--- config.mk ---
export PLATFORM = sky130hd
export DESIGN_NAME = fixed_partition_allocator_unit_flat
export DESIGN_NICKNAME = d
export VERILOG_FILES = /design/src/sv/fpa_pkg.sv /design/src/sv/fpa_if.sv /design/src/sv/fpa_frag.sv /design/src/sv/fixed_partition_allocator_unit.sv /design/src/flat_wrapper.sv
export SDC_FILE = /design/constraint.sdc
export NUM_CORES = 1
export LEC_CHECK = 0
export BUFFER_PORTS_ARGS = -buffer_cell sky130_fd_sc_hd__clkbuf_2
export CAP_MARGIN = 15
export CORE_UTILIZATION = 48
export CTS_CLUSTER_SIZE = 14
export DETAILED_ROUTE_END_ITERATION = 16
export PLACE_DENSITY = 0.69
export SLEW_MARGIN = 30
export SYNTH_ARGS = -nofsm -noshare
export SYNTH_HDL_FRONTEND = slang
export SYNTH_HIERARCHICAL = 1
export SYNTH_SLANG_ARGS = --single-unit
export TNS_END_PERCENT = 20
--- constraint.sdc ---
create_clock -name clk -period 7.25 [get_ports clk]
set_input_delay 1.45 -clock clk [delete_from_list [all_inputs] [get_ports clk]]
set_output_delay 1.45 -clock clk [all_outputs]
set_load 0.02 [all_outputs]
--- src/sv/fpa_pkg.sv ---
// Shared types and constants for the fixed-partition allocator.
`timescale 1ns / 1ps
`default_nettype none

package fpa_pkg;

  localparam int PARTITIONS_DEF = 8;

  localparam int FUNC_W     = 2;
  localparam int AMOUNT_W   = 16;
  localparam int SLOT_W     = 3;
  localparam int PID_W      = 8;
  localparam int STATUS_W   = 3;
  localparam int TOTAL_W    = 20;
  localparam int INTERNAL_W = 19;
  localparam int EXTERNAL_W = 21;

  typedef enum logic [FUNC_W-1:0] {
    FN_LOAD    = 2'd0,
    FN_REQUEST = 2'd1,
    FN_SWAP    = 2'd2
  } func_t;

  typedef enum logic [STATUS_W-1:0] {
    ST_LOADED    = 3'd0,
    ST_ALLOCATED = 3'd1,
    ST_PENDING   = 3'd2,
    ST_REJECTED  = 3'd3,
    ST_SWAPPED   = 3'd4,
    ST_TOO_SMALL = 3'd5,
    ST_ERROR     = 3'd6
  } status_t;

  typedef struct packed {
    logic [AMOUNT_W-1:0] size;
    logic [PID_W-1:0]    owner;
    logic [AMOUNT_W-1:0] need;
  } slot_entry_t;

endpackage

`default_nettype wire

--- src/sv/fpa_if.sv ---
// Valid/ready channel interfaces for allocator items and results.
`timescale 1ns / 1ps
`default_nettype none

interface fpa_in_if;
  logic                          valid;
  logic                          ready;
  logic [fpa_pkg::FUNC_W-1:0]    func;
  logic [fpa_pkg::AMOUNT_W-1:0]  amount;
  logic [fpa_pkg::SLOT_W-1:0]    slot_index;

  modport source (output valid, output func, output amount, output slot_index, input ready);
  modport sink   (input valid, input func, input amount, input slot_index, output ready);
endinterface

interface fpa_out_if;
  logic                                 valid;
  logic                                 ready;
  logic [fpa_pkg::STATUS_W-1:0]         status;
  logic [fpa_pkg::SLOT_W-1:0]           slot_used;
  logic [fpa_pkg::PID_W-1:0]            process_id;
  logic                                 evicted_valid;
  logic [fpa_pkg::PID_W-1:0]            evicted_id;
  logic [fpa_pkg::INTERNAL_W-1:0]       internal_frag;
  logic signed [fpa_pkg::EXTERNAL_W-1:0] external_frag;

  modport source (output valid, output status, output slot_used, output process_id,
                  output evicted_valid, output evicted_id, output internal_frag,
                  output external_frag, input ready);
  modport sink   (input valid, input status, input slot_used, input process_id,
                  input evicted_valid, input evicted_id, input internal_frag,
                  input external_frag, output ready);
endinterface

`default_nettype wire

--- src/sv/fpa_frag.sv ---
// Saturating internal and external fragmentation figures.
`timescale 1ns / 1ps
`default_nettype none

module fpa_frag #(
  parameter int PARTITIONS = fpa_pkg::PARTITIONS_DEF
) (
  input  logic [fpa_pkg::AMOUNT_W+$clog2(PARTITIONS+1)-1:0] part_sum,
  input  logic [fpa_pkg::AMOUNT_W+$clog2(PARTITIONS+1)-1:0] alloc_sum,
  input  logic [fpa_pkg::TOTAL_W-1:0]                        mem_total,
  output logic [fpa_pkg::INTERNAL_W-1:0]                     internal_frag,
  output logic signed [fpa_pkg::EXTERNAL_W-1:0]              external_frag
);
  import fpa_pkg::*;

  localparam int SW = AMOUNT_W + $clog2(PARTITIONS + 1);
  localparam int EW = ((SW > TOTAL_W) ? SW : TOTAL_W) + 2;
  localparam logic signed [EW-1:0] EXT_MAX = EW'(1048575);
  localparam logic signed [EW-1:0] EXT_MIN = -EW'(1048576);

  logic [SW-1:0]          diff;
  logic signed [EW-1:0]   ext_full;

  assign diff     = part_sum - alloc_sum;
  assign ext_full = $signed(EW'(mem_total) - EW'(part_sum));

  always_comb begin
    if (32'(diff) > 32'h7FFFF) begin
      internal_frag = '1;
    end else begin
      internal_frag = INTERNAL_W'(diff);
    end
    if (ext_full > EXT_MAX) begin
      external_frag = EXTERNAL_W'(EXT_MAX);
    end else if (ext_full < EXT_MIN) begin
      external_frag = EXTERNAL_W'(EXT_MIN);
    end else begin
      external_frag = EXTERNAL_W'(ext_full);
    end
  end

endmodule

`default_nettype wire

--- src/sv/fixed_partition_allocator_unit.sv ---
// Top level of the fixed-partition allocator with best-fit placement.
//
//   Channel   Direction  Handshake              Contents
//   in_ch     in         valid/ready            func, amount, slot_index
//   out_ch    out        valid/ready            status, slot, ids, fragmentation
//   cfg       in         cfg_wr_en, no ready    memory size
//
// One item is in work at a time; the partition table is a memory with one
// registered read port and walked by a single compare unit, one entry at a time.
// A load moves each larger partition up one index and writes itself into the gap;
// a request scans from index 0 for the first free partition that fits; a swap checks
// the one entry it names, and an item in error goes straight to the result.
// Reset is synchronous; the table needs no clearing pass.
// A new item is accepted while the previous result still waits in the output
// register; a stalled output holds the block only when the next result is due.
`timescale 1ns / 1ps
`default_nettype none

module fixed_partition_allocator_unit #(
  parameter int PARTITIONS = fpa_pkg::PARTITIONS_DEF
) (
  input  logic                          clk,
  input  logic                          rst,
  fpa_in_if.sink                        in_ch,
  fpa_out_if.source                     out_ch,
  input  logic                          cfg_wr_en,
  input  logic [fpa_pkg::TOTAL_W-1:0]   cfg_wr_data
);
  import fpa_pkg::*;

  localparam int IW = (PARTITIONS > 1) ? $clog2(PARTITIONS) : 1;
  localparam int CW = $clog2(PARTITIONS + 1);
  localparam int SW = AMOUNT_W + CW;
  localparam int XW = (CW > SLOT_W) ? CW : SLOT_W;

  typedef enum logic [2:0] {
    S_IDLE, S_LD_RD, S_LD_CHK, S_SC_RD, S_SC_CHK, S_SW_RD, S_SW_CHK, S_EMIT
  } state_t;

  state_t                  state;
  logic [TOTAL_W-1:0]      mem_total;
  logic [PARTITIONS-1:0]   slot_busy;
  logic [CW-1:0]           slot_count;
  logic [SW-1:0]           part_sum;
  logic [SW-1:0]           alloc_sum;
  logic [PID_W-1:0]        next_process;
  logic                    pending_valid;
  logic [AMOUNT_W-1:0]     pending_need;
  logic [PID_W-1:0]        pending_id;

  logic [AMOUNT_W-1:0]     amount_q;
  logic [CW-1:0]           ptr;
  logic [CW-1:0]           ptr_m1;
  logic                    fits_busy;

  status_t                 res_status;
  logic [SLOT_W-1:0]       res_slot;
  logic [PID_W-1:0]        res_pid;
  logic                    res_ev;
  logic [PID_W-1:0]        res_evid;

  logic                    out_valid;
  status_t                 out_status;
  logic [SLOT_W-1:0]       out_slot;
  logic [PID_W-1:0]        out_pid;
  logic                    out_ev;
  logic [PID_W-1:0]        out_evid;
  logic [INTERNAL_W-1:0]   out_internal;
  logic signed [EXTERNAL_W-1:0] out_external;
  logic [INTERNAL_W-1:0]   frag_internal;
  logic signed [EXTERNAL_W-1:0] frag_external;

  slot_entry_t             mem [PARTITIONS];
  slot_entry_t             rd_entry;
  slot_entry_t             mem_wdata;
  logic                    mem_we;
  logic [IW-1:0]           mem_raddr;

  logic [AMOUNT_W-1:0]     cmp_a;
  logic [AMOUNT_W-1:0]     cmp_b;
  logic                    cmp_ge;
  logic                    ld_shift;
  logic                    ptr_busy;

  assign ptr_m1   = ptr - 1'b1;
  assign ptr_busy = slot_busy[ptr[IW-1:0]];

  // The compare unit is shared: load asks size > amount, scan and swap ask size >= need.
  assign cmp_a    = (state == S_LD_CHK) ? amount_q : rd_entry.size;
  assign cmp_b    = (state == S_LD_CHK) ? rd_entry.size :
                    ((state == S_SW_CHK) ? pending_need : amount_q);
  assign cmp_ge   = (cmp_a >= cmp_b);
  assign ld_shift = (state == S_LD_CHK) && !cmp_ge;

  assign mem_raddr = (state == S_LD_RD) ? ptr_m1[IW-1:0] : ptr[IW-1:0];

  always_comb begin
    mem_we    = 1'b0;
    mem_wdata = rd_entry;
    unique case (state)
      S_LD_RD: begin
        if (ptr == '0) begin
          mem_we    = 1'b1;
          mem_wdata = '{size: amount_q, owner: '0, need: '0};
        end
      end
      S_LD_CHK: begin
        mem_we = 1'b1;
        if (!ld_shift) begin
          mem_wdata = '{size: amount_q, owner: '0, need: '0};
        end
      end
      S_SC_CHK: begin
        if (!ptr_busy && cmp_ge) begin
          mem_we    = 1'b1;
          mem_wdata = '{size: rd_entry.size, owner: res_pid, need: amount_q};
        end
      end
      S_SW_CHK: begin
        if (cmp_ge) begin
          mem_we    = 1'b1;
          mem_wdata = '{size: rd_entry.size, owner: pending_id, need: pending_need};
        end
      end
      default: ;
    endcase
  end

  always_ff @(posedge clk) begin
    if (mem_we) begin
      mem[ptr[IW-1:0]] <= mem_wdata;
    end
    rd_entry <= mem[mem_raddr];
  end

  fpa_frag #(
    .PARTITIONS (PARTITIONS)
  ) u_frag (
    .part_sum      (part_sum),
    .alloc_sum     (alloc_sum),
    .mem_total     (mem_total),
    .internal_frag (frag_internal),
    .external_frag (frag_external)
  );

  always_ff @(posedge clk) begin
    if (rst) begin
      state         <= S_IDLE;
      mem_total     <= '0;
      slot_busy     <= '0;
      slot_count    <= '0;
      part_sum      <= '0;
      alloc_sum     <= '0;
      next_process  <= '0;
      pending_valid <= 1'b0;
      pending_need  <= '0;
      pending_id    <= '0;
      out_valid     <= 1'b0;
    end else begin
      if (cfg_wr_en) begin
        mem_total <= cfg_wr_data;
      end
      if (out_valid && out_ch.ready && (state != S_EMIT)) begin
        out_valid <= 1'b0;
      end
      unique case (state)
        S_IDLE: begin
          if (in_ch.valid) begin
            amount_q   <= in_ch.amount;
            fits_busy  <= 1'b0;
            res_status <= ST_ERROR;
            res_slot   <= '0;
            res_ev     <= 1'b0;
            res_evid   <= '0;
            unique case (in_ch.func)
              FN_LOAD: begin
                res_pid <= '0;
                if (32'(slot_count) < PARTITIONS) begin
                  ptr   <= slot_count;
                  state <= S_LD_RD;
                end else begin
                  state <= S_EMIT;
                end
              end
              FN_REQUEST: begin
                ptr           <= '0;
                res_pid       <= next_process;
                next_process  <= next_process + 1'b1;
                pending_valid <= 1'b0;
                state         <= S_SC_RD;
              end
              FN_SWAP: begin
                res_pid <= '0;
                if (pending_valid && (XW'(in_ch.slot_index) < XW'(slot_count))) begin
                  ptr   <= CW'(in_ch.slot_index);
                  state <= S_SW_RD;
                end else begin
                  state <= S_EMIT;
                end
              end
              default: begin
                res_pid <= '0;
                state   <= S_EMIT;
              end
            endcase
          end
        end
        S_LD_RD: begin
          if (ptr == '0) begin
            slot_busy[ptr[IW-1:0]] <= 1'b0;
            slot_count <= slot_count + 1'b1;
            part_sum   <= part_sum + SW'(amount_q);
            res_status <= ST_LOADED;
            res_slot   <= SLOT_W'(ptr);
            state      <= S_EMIT;
          end else begin
            state <= S_LD_CHK;
          end
        end
        S_LD_CHK: begin
          if (ld_shift) begin
            slot_busy[ptr[IW-1:0]] <= slot_busy[ptr_m1[IW-1:0]];
            ptr   <= ptr_m1;
            state <= S_LD_RD;
          end else begin
            slot_busy[ptr[IW-1:0]] <= 1'b0;
            slot_count <= slot_count + 1'b1;
            part_sum   <= part_sum + SW'(amount_q);
            res_status <= ST_LOADED;
            res_slot   <= SLOT_W'(ptr);
            state      <= S_EMIT;
          end
        end
        S_SC_RD: begin
          if (ptr < slot_count) begin
            state <= S_SC_CHK;
          end else begin
            if (fits_busy) begin
              pending_valid <= 1'b1;
              pending_need  <= amount_q;
              pending_id    <= res_pid;
              res_status    <= ST_PENDING;
            end else begin
              res_status <= ST_REJECTED;
            end
            state <= S_EMIT;
          end
        end
        S_SC_CHK: begin
          if (!ptr_busy && cmp_ge) begin
            slot_busy[ptr[IW-1:0]] <= 1'b1;
            alloc_sum  <= alloc_sum + SW'(amount_q);
            res_status <= ST_ALLOCATED;
            res_slot   <= SLOT_W'(ptr);
            state      <= S_EMIT;
          end else begin
            if (ptr_busy && cmp_ge) begin
              fits_busy <= 1'b1;
            end
            ptr   <= ptr + 1'b1;
            state <= S_SC_RD;
          end
        end
        S_SW_RD: begin
          state <= S_SW_CHK;
        end
        S_SW_CHK: begin
          pending_valid <= 1'b0;
          res_slot      <= SLOT_W'(ptr);
          res_pid       <= pending_id;
          if (!cmp_ge) begin
            res_status <= ST_TOO_SMALL;
          end else begin
            res_status <= ST_SWAPPED;
            slot_busy[ptr[IW-1:0]] <= 1'b1;
            alloc_sum <= alloc_sum - (ptr_busy ? SW'(rd_entry.need) : '0)
                         + SW'(pending_need);
            res_ev    <= ptr_busy;
            res_evid  <= ptr_busy ? rd_entry.owner : '0;
          end
          state <= S_EMIT;
        end
        S_EMIT: begin
          if (!out_valid || out_ch.ready) begin
            out_valid    <= 1'b1;
            out_status   <= res_status;
            out_slot     <= res_slot;
            out_pid      <= res_pid;
            out_ev       <= res_ev;
            out_evid     <= res_evid;
            out_internal <= frag_internal;
            out_external <= frag_external;
            state        <= S_IDLE;
          end
        end
        default: state <= S_IDLE;
      endcase
    end
  end

  assign in_ch.ready          = (state == S_IDLE);
  assign out_ch.valid         = out_valid;
  assign out_ch.status        = out_status;
  assign out_ch.slot_used     = out_slot;
  assign out_ch.process_id    = out_pid;
  assign out_ch.evicted_valid = out_ev;
  assign out_ch.evicted_id    = out_evid;
  assign out_ch.internal_frag = out_internal;
  assign out_ch.external_frag = out_external;

endmodule

`default_nettype wire

--- src/flat_wrapper.sv ---
// flat-port wrapper written by rule: the top's interface ports become plain ports
module fixed_partition_allocator_unit_flat import fpa_pkg::*;
#(
  parameter int PARTITIONS = fpa_pkg::PARTITIONS_DEF
)
  (clk, rst, cfg_wr_en, cfg_wr_data, in_ch_valid, in_ch_func, in_ch_amount, in_ch_slot_index, in_ch_ready, out_ch_valid, out_ch_status, out_ch_slot_used, out_ch_process_id, out_ch_evicted_valid, out_ch_evicted_id, out_ch_internal_frag, out_ch_external_frag, out_ch_ready);
  fpa_in_if in_ch_i ();
  fpa_out_if out_ch_i ();
  input  logic clk;
  input  logic rst;
  input  logic cfg_wr_en;
  input  logic [fpa_pkg::TOTAL_W-1:0] cfg_wr_data;
  input wire logic [$bits(in_ch_i.valid)-1:0] in_ch_valid;
  input wire logic [$bits(in_ch_i.func)-1:0] in_ch_func;
  input wire logic [$bits(in_ch_i.amount)-1:0] in_ch_amount;
  input wire logic [$bits(in_ch_i.slot_index)-1:0] in_ch_slot_index;
  output wire logic [$bits(in_ch_i.ready)-1:0] in_ch_ready;
  output wire logic [$bits(out_ch_i.valid)-1:0] out_ch_valid;
  output wire logic [$bits(out_ch_i.status)-1:0] out_ch_status;
  output wire logic [$bits(out_ch_i.slot_used)-1:0] out_ch_slot_used;
  output wire logic [$bits(out_ch_i.process_id)-1:0] out_ch_process_id;
  output wire logic [$bits(out_ch_i.evicted_valid)-1:0] out_ch_evicted_valid;
  output wire logic [$bits(out_ch_i.evicted_id)-1:0] out_ch_evicted_id;
  output wire logic [$bits(out_ch_i.internal_frag)-1:0] out_ch_internal_frag;
  output wire logic [$bits(out_ch_i.external_frag)-1:0] out_ch_external_frag;
  input wire logic [$bits(out_ch_i.ready)-1:0] out_ch_ready;
  assign in_ch_i.valid = in_ch_valid;
  assign in_ch_i.func = in_ch_func;
  assign in_ch_i.amount = in_ch_amount;
  assign in_ch_i.slot_index = in_ch_slot_index;
  assign in_ch_ready = in_ch_i.ready;
  assign out_ch_valid = out_ch_i.valid;
  assign out_ch_status = out_ch_i.status;
  assign out_ch_slot_used = out_ch_i.slot_used;
  assign out_ch_process_id = out_ch_i.process_id;
  assign out_ch_evicted_valid = out_ch_i.evicted_valid;
  assign out_ch_evicted_id = out_ch_i.evicted_id;
  assign out_ch_internal_frag = out_ch_i.internal_frag;
  assign out_ch_external_frag = out_ch_i.external_frag;
  assign out_ch_i.ready = out_ch_ready;
  fixed_partition_allocator_unit #(.PARTITIONS(PARTITIONS)) u_core (.clk(clk), .rst(rst), .in_ch(in_ch_i), .out_ch(out_ch_i), .cfg_wr_en(cfg_wr_en), .cfg_wr_data(cfg_wr_data));
endmodule
# == After elaboration in Yosys (flattened, before gate mapping) ==
# Memory sizes are Yosys's and may differ from the RTL's. A register that Yosys moved wholly into a read port is not among the register bits.
# Index checks and enable logic that the tools add are counted.
# op_classes
add_sub_neg,10
n_lt_le_gt_ge,10
n_eq_ne,25
n_mux,89
bitwise_logic,5
reduce_logical,38
# op_table
cell,n
$pmux W40 S4,1
$mux W20,4
$mux W40,2
$pmux W20 S2,2
$mux W8,9
$mux W16,4
$add A20 B16 Y20,3
$mux W24,2
$mux W3,16
$sub A20 B20 Y20,2
$pmux W8 S2,2
$pmux W8 S4,1
$mux W4,7
$pmux W3 S8,1
$pmux W4 S3,2
$gt A21 B21 Y1 const B,1
$lt A21 B21 Y1 const B,1
$mux W1,21
$mux W21,1
$reduce_and A3 Y1,7
$sub A20 B20 Y21,1
$gt A20 B19 Y1 const B,1
$pmux W3 S6,1
$ge A16 B16 Y1,1
49 further kinds,84
# word_totals
ff_bits,216
mem_bits_rw,320
in_bits,46
out_inout_bits,65
mem_count,1
# memory_table
name,words,word_bits,read_ports,rd_ports_with_merged_regs,wr,line,text
u_core.mem,8,40,1,1,1,fixed_partition_allocator_unit.sv:73,slot_entry_t mem [PARTITIONS];

# == Depth between registers and ports, before layout ==
# logic_depth
depth_word,9
ltp_mapped,17
ltp_nobuf,15

# == By module ==
# The synthesis kept the hierarchy.
# modules_own_cells
mod,instances,cells_per_inst,area_per_inst_um2
fixed_partition_allocator_unit,1,1913,25896.1
fpa_frag,1,330,2235.9

# == Worst setup path after synthesis ==
# Ideal clock, no wire load.
# synth_timing
path_type,input-to-reg
start,input port rst
end,register u_core.out_evid[0] (netlist: u_core/out_ch.evicted_id[0]) (enable)
t_arrival_ps,6183
required_ps,6689
path_slack_ps,505
cell_stages,3
cell_sequence,clkbuf_1 -> clkbuf_1 -> nor3_1
# synth_between
elab_chain_len,2
# synth_rtl
item,line,text
from (decl),flat_wrapper.sv:10,input logic rst;
$not A1 Y1 (no line),-,
$reduce_and A3 Y1 (no line),-,
to (signal assigned),fixed_partition_allocator_unit.sv:290,out_evid <= res_evid;
to (decl),fixed_partition_allocator_unit.sv:67,logic [PID_W-1:0] out_evid;
# No other way between the ends.
# A chain may end at the register's enable or synchronous reset.

# == Final worst setup path ==
# layout_timing
start,register u_core.state[0]
end,memory u_core/mem[5][29] (netlist bit) (enable)
# layout_between
elab_chain_len,9
elab_cells_between_ends,14
cone_classes,order compare: 1; eq/ne: 4; mux: 8; reduce/logical: 1
# layout_rtl
item,line,text
from (decl),fixed_partition_allocator_unit.sv:40,state_t state;
from (signal assigned),fixed_partition_allocator_unit.sv:148,state <= S_IDLE;
from (signal assigned),fixed_partition_allocator_unit.sv:180,state <= S_LD_RD;
from (signal assigned),fixed_partition_allocator_unit.sv:182,state <= S_EMIT;
$eq A3 B3 Y1,"fixed_partition_allocator_unit.sv:91, fixed_partition_allocator_unit.sv:100",
$mux W16,fixed_partition_allocator_unit.sv:91,((state == S_SW_CHK) ? pending_need : amount_q);
$mux W16,fixed_partition_allocator_unit.sv:90,assign cmp_b = (state == S_LD_CHK) ? rd_entry.size :
$ge A16 B16 Y1,fixed_partition_allocator_unit.sv:92,assign cmp_ge = (cmp_a >= cmp_b);
$logic_and A1 B1 Y1,fixed_partition_allocator_unit.sv:114,if (!ptr_busy && cmp_ge) begin
$mux W1,fixed_partition_allocator_unit.sv:114,
$pmux W1 S4 *,fixed_partition_allocator_unit.sv:100,unique case (state)
$mux W1 *,fixed_partition_allocator_unit.sv:130,if (mem_we) begin
$mux W1 (implied by the code) *,fixed_partition_allocator_unit.sv:131,mem[ptr[IW-1:0]] <= mem_wdata;
to (decl),fixed_partition_allocator_unit.sv:73,
# Mark *: on every way between the ends. The rest lies on a longest branch, timed or not.

==> results.yml <==
sta:
  slew_headroom: 0.3755
  setup_viol: 0
  min_period_ns: 5.381
  fin_crit_sh: 0.7422
  finalHoldViolCount: 0
  timing.hold.ws_ns: 0.4183
  worst_pin_slew_ns: 0.9355
  setup_slack_ns: 1.869
  finClkSkew_ns: 0.04438
  rsz0062_at_grt: "false"
  drv_slew: 0
  setup-tns-final_ns: 0
  max_freq_ghz: 0.1858
place:
  place.detailed.hpwl_um: 44550
  routabilityCongestion: 0.9110
  placed_cells: 3057
  numPortBuffers: 110
  place_ws_ns: 1.903
critical_path:
  required_ns: 7.53
  path_cells: "nand2b_1 > buf_4 > a21oi_1 > ha_1 > and4_1 > o21ai_0 > o211ai_1 > a21oi_4 > o31a_4 > nor2_2 > and2_2 > buf_4"
  end_kind: "register"
  r2r_cells: 12
  crit_path_start_kind: "register"
  slowest_delay_ns: 0.93
  cpLargestDelayFamily: "simple AND/OR/NAND/NOR gates"
  path_common_cell: "buf_4"
  arrival_ns: 5.66
  reg2reg_setup_slack_ns: 1.87
  criticalPathCategory: "register to register"
  crit_fanout: 27
  crit_slowest_cell: "dfxtp_1"
  reg2reg_from: "u_core/state[0]"
  cp.buffers_inverters: 2
  r2r_end: "u_core/mem[5][29]"
route:
  routed_wl_um: 67580
  via_count: 18330
  antenna_left: 0
  drt-vias-per-instance: 5.787
  initialDrtViolationCount: 1549
  drc: 0
  drt_pass1_iterations: 9
  wl_per_cell_um: 21.33
logic_synthesis:
  syn_area_per_cell_um2: 12.54
  synthFlopType: "edfxtp_1"
  synthDistinctLibCells: 91
  seq_area_frac_synth: 0.5618
  synth_nets: 2431
  ys_warn_count: 6
  syn-instance-count: 2243
  synthArstFlopShare: 0
  synth-seq-cells: 576
  synth_edf_count: 427
  netlist_area_mm2: 0.02813
power_and_ir_drop:
  power_density_mw_per_mm2: 450.2
  p_leak_uw: 0.01168
  p_switching_uw: 5332
  switching_share: 0.3768
  pwr-share-seq: 0.359
  p_int_uw: 8818
  ir_drop_mv: 0.3000
  finalPower_uw: 14150
  clockPowerShare: 0.203
  combPwrFrac: 0.438
worst_hold_path:
  min_path_cells: 0
  hp-class: "register to register"
  worst_hold_path.endpoint: "u_core/out_ch.evicted_id[7]"
  hold_start: "u_core/res_evid[7]"
clocking:
  cts_setup_buffers: 0
  cts_resized: 0
  clock-sinks: 576
  h-tree-depth: 2
  clock_latency_ns: 0.64
  cts_tree: "built"
  clock-root-buffer: "clkbuf_16"
  hold_buffers: 0
  clock_path_buffers: 3
  path_clk_slew_ns: 0.06
  cts_made_buffers: 58
global_routing:
  grt_usage: 0.2265
  antenna_found_initial: 0
  grt_pass1_wl_um: 104600
  gr-usage-met2: 0.3927
  grt_busiest_layer: "met2"
  globalRoute.totalOverflow: 0
  grt_pass1_vias: 18520
  met3_usage: 0.03380
  grt_max_degree: 64
  use_met1: 0.2910
final_layout:
  multi_input_area_mm2: 0.01136
  regArea_mm2: 0.01581
  drive_above_1_share: 0.1790
  fin_cells: 3168
  final_nets: 2540
  area_growth_pct: 11.72
  nFillCells: 4709
run_status:
  status: "finished, final reports clean"
floorplanning:
  rows: 88
  fp.dieH_um: 244.1
  core-area_mm2: 0.05781
  num_io_pins: 111
  die_w_um: 244.1
  design.die.area_mm2: 0.05958
  start_util: 0.4867
job:
  maxCapViolations: 0
## metal layers
metal,vias up,share of wire
li1,8550,-
met1,9029,0.41
met2,635,0.50
met3,118,0.063
met4,0,0.028
met5,-,0
## sequential cells by signal, summed over array words and instances (netlist names), 16 cells and up
name and count:
u_core/part_sum 20, u_core/out_ch.internal_frag 19, u_core/mem_total 20, u_core/amount_q 16
u_core/alloc_sum 20, u_core/mem 320, u_core/rd_entry 40, u_core/out_ch.external_frag 21
u_core/pending_need 16
## power groups by stage
stage / Clock, uW / Combinational, uW / Sequential (uW)
after CTS: 2930 / 6200 / 5060
final: 2880 / 6200 / 5070
after detailed placement: 0 / 6160 / 5130
after global routing: 3050 / 6840 / 5110
after floorplan: 0 / 4860 / 4920
after global placement: 0 / 5970 / 5110
## logic make-up (layout without fill, tap and decap cells)
group / after synthesis / in the layout / share of synthesized area
flops: 576 / 576 / 0.5618
simple gates: 555 / 555 / 0.09269
compound gates: 447 / 447 / 0.1068
buf+inv: 257 / 416 / 0.03785
mux: 183 / 183 / 0.1055
fa+ha+maj: 142 / 142 / 0.06849
xor+xnor: 83 / 83 / 0.02677
other cells: 0 / 1 / 0
## worst max path at each step
stage	slack, ns	end	depth (start not counted)	startpoint
after floorplan	0.51	u_core/out_ch.evicted_id[0]	3	rst
after global placement	1.98	u_core/mem[5][29]	12	u_core/state[0]
after detailed placement	1.90	u_core/mem[5][29]	12	u_core/state[0]
after CTS	1.88	u_core/mem[5][29]	12	u_core/state[0]
after global routing	1.59	u_core/mem[5][29]	12	u_core/state[0]
final	1.87	u_core/mem[5][29]	12	u_core/state[0]
## final cells by class
type,instances,share of cell area
multi-input cells,1410,0.3614
repair buffers,143,0.02675
diodes,1,0.00007962
clock buffers,72,0.04817
clock inverters,38,0.01075
well taps,765,0.03046
inverters,163,0.01947
flip-flops and latches,576,0.5029
## placed cells by master, fill, tap and decap left out, types with 10 or more instances in the layout
master	instances
mux2i_1	39
clkbuf_16	58
a21o_1	40
a31oi_1	18
mux2_2	58
clkbuf_2	109
xor2_1	29
nand2b_1	15
and2_1	18
nor2b_1	34
a21oi_1	141
a222oi_1	24
xnor2_1	51
clkinv_1	11
o21a_1	21
and3_1	14
clkbuf_1	13
nor3_1	29
inv_1	161
buf_4	32
clkinv_2	11
nor2_1	119
nand3_1	43
nand2_1	217
fa_1	20
edfxtp_1	427
a211oi_1	38
mux4_2	84
dfxtp_1	148
ha_1	122
nand2_2	10
o21ai_0	69
## cells in the mapped netlist, drive strengths merged, types with 19 or more instances
| library cell | count | area (um2) |
|---|---|---|
| nor2 | 126 | 485.5 |
| a222oi | 24 | 240.2 |
| dfxtp | 149 | 2983 |
| xor2 | 30 | 262.8 |
| ha | 122 | 1526 |
| nand2 | 227 | 877.1 |
| a21o | 40 | 300.3 |
| nor3 | 33 | 170.2 |
| xnor2 | 53 | 490.5 |
| o21a | 21 | 157.7 |
| mux2i | 40 | 412.9 |
| clkbuf | 48 | 182.7 |
| and2 | 20 | 125.1 |
| a31oi | 19 | 125.1 |
| nand3 | 43 | 215.2 |
| nor2b | 34 | 212.7 |
| a211oi | 39 | 305.3 |
| mux2 | 59 | 664.4 |
| edfxtp | 427 | 12820 |
| a21oi | 146 | 749.5 |
| o21ai | 75 | 382.9 |
| fa | 20 | 400.4 |
| buf | 46 | 270.3 |
| mux4 | 84 | 1892 |
| inv | 163 | 611.8 |
## per-stage QoR
stage | cell area (um2) | utilization
after floorplan | 28130 | -
after global placement | 29510 | 0.5105
after detailed placement | 29560 | 0.5115
after CTS | 31420 | 0.5435
after global routing | 31430 | 0.5437
final | 31430 | 0.5437
No activity file was read; power rests on OpenSTA's default activity.
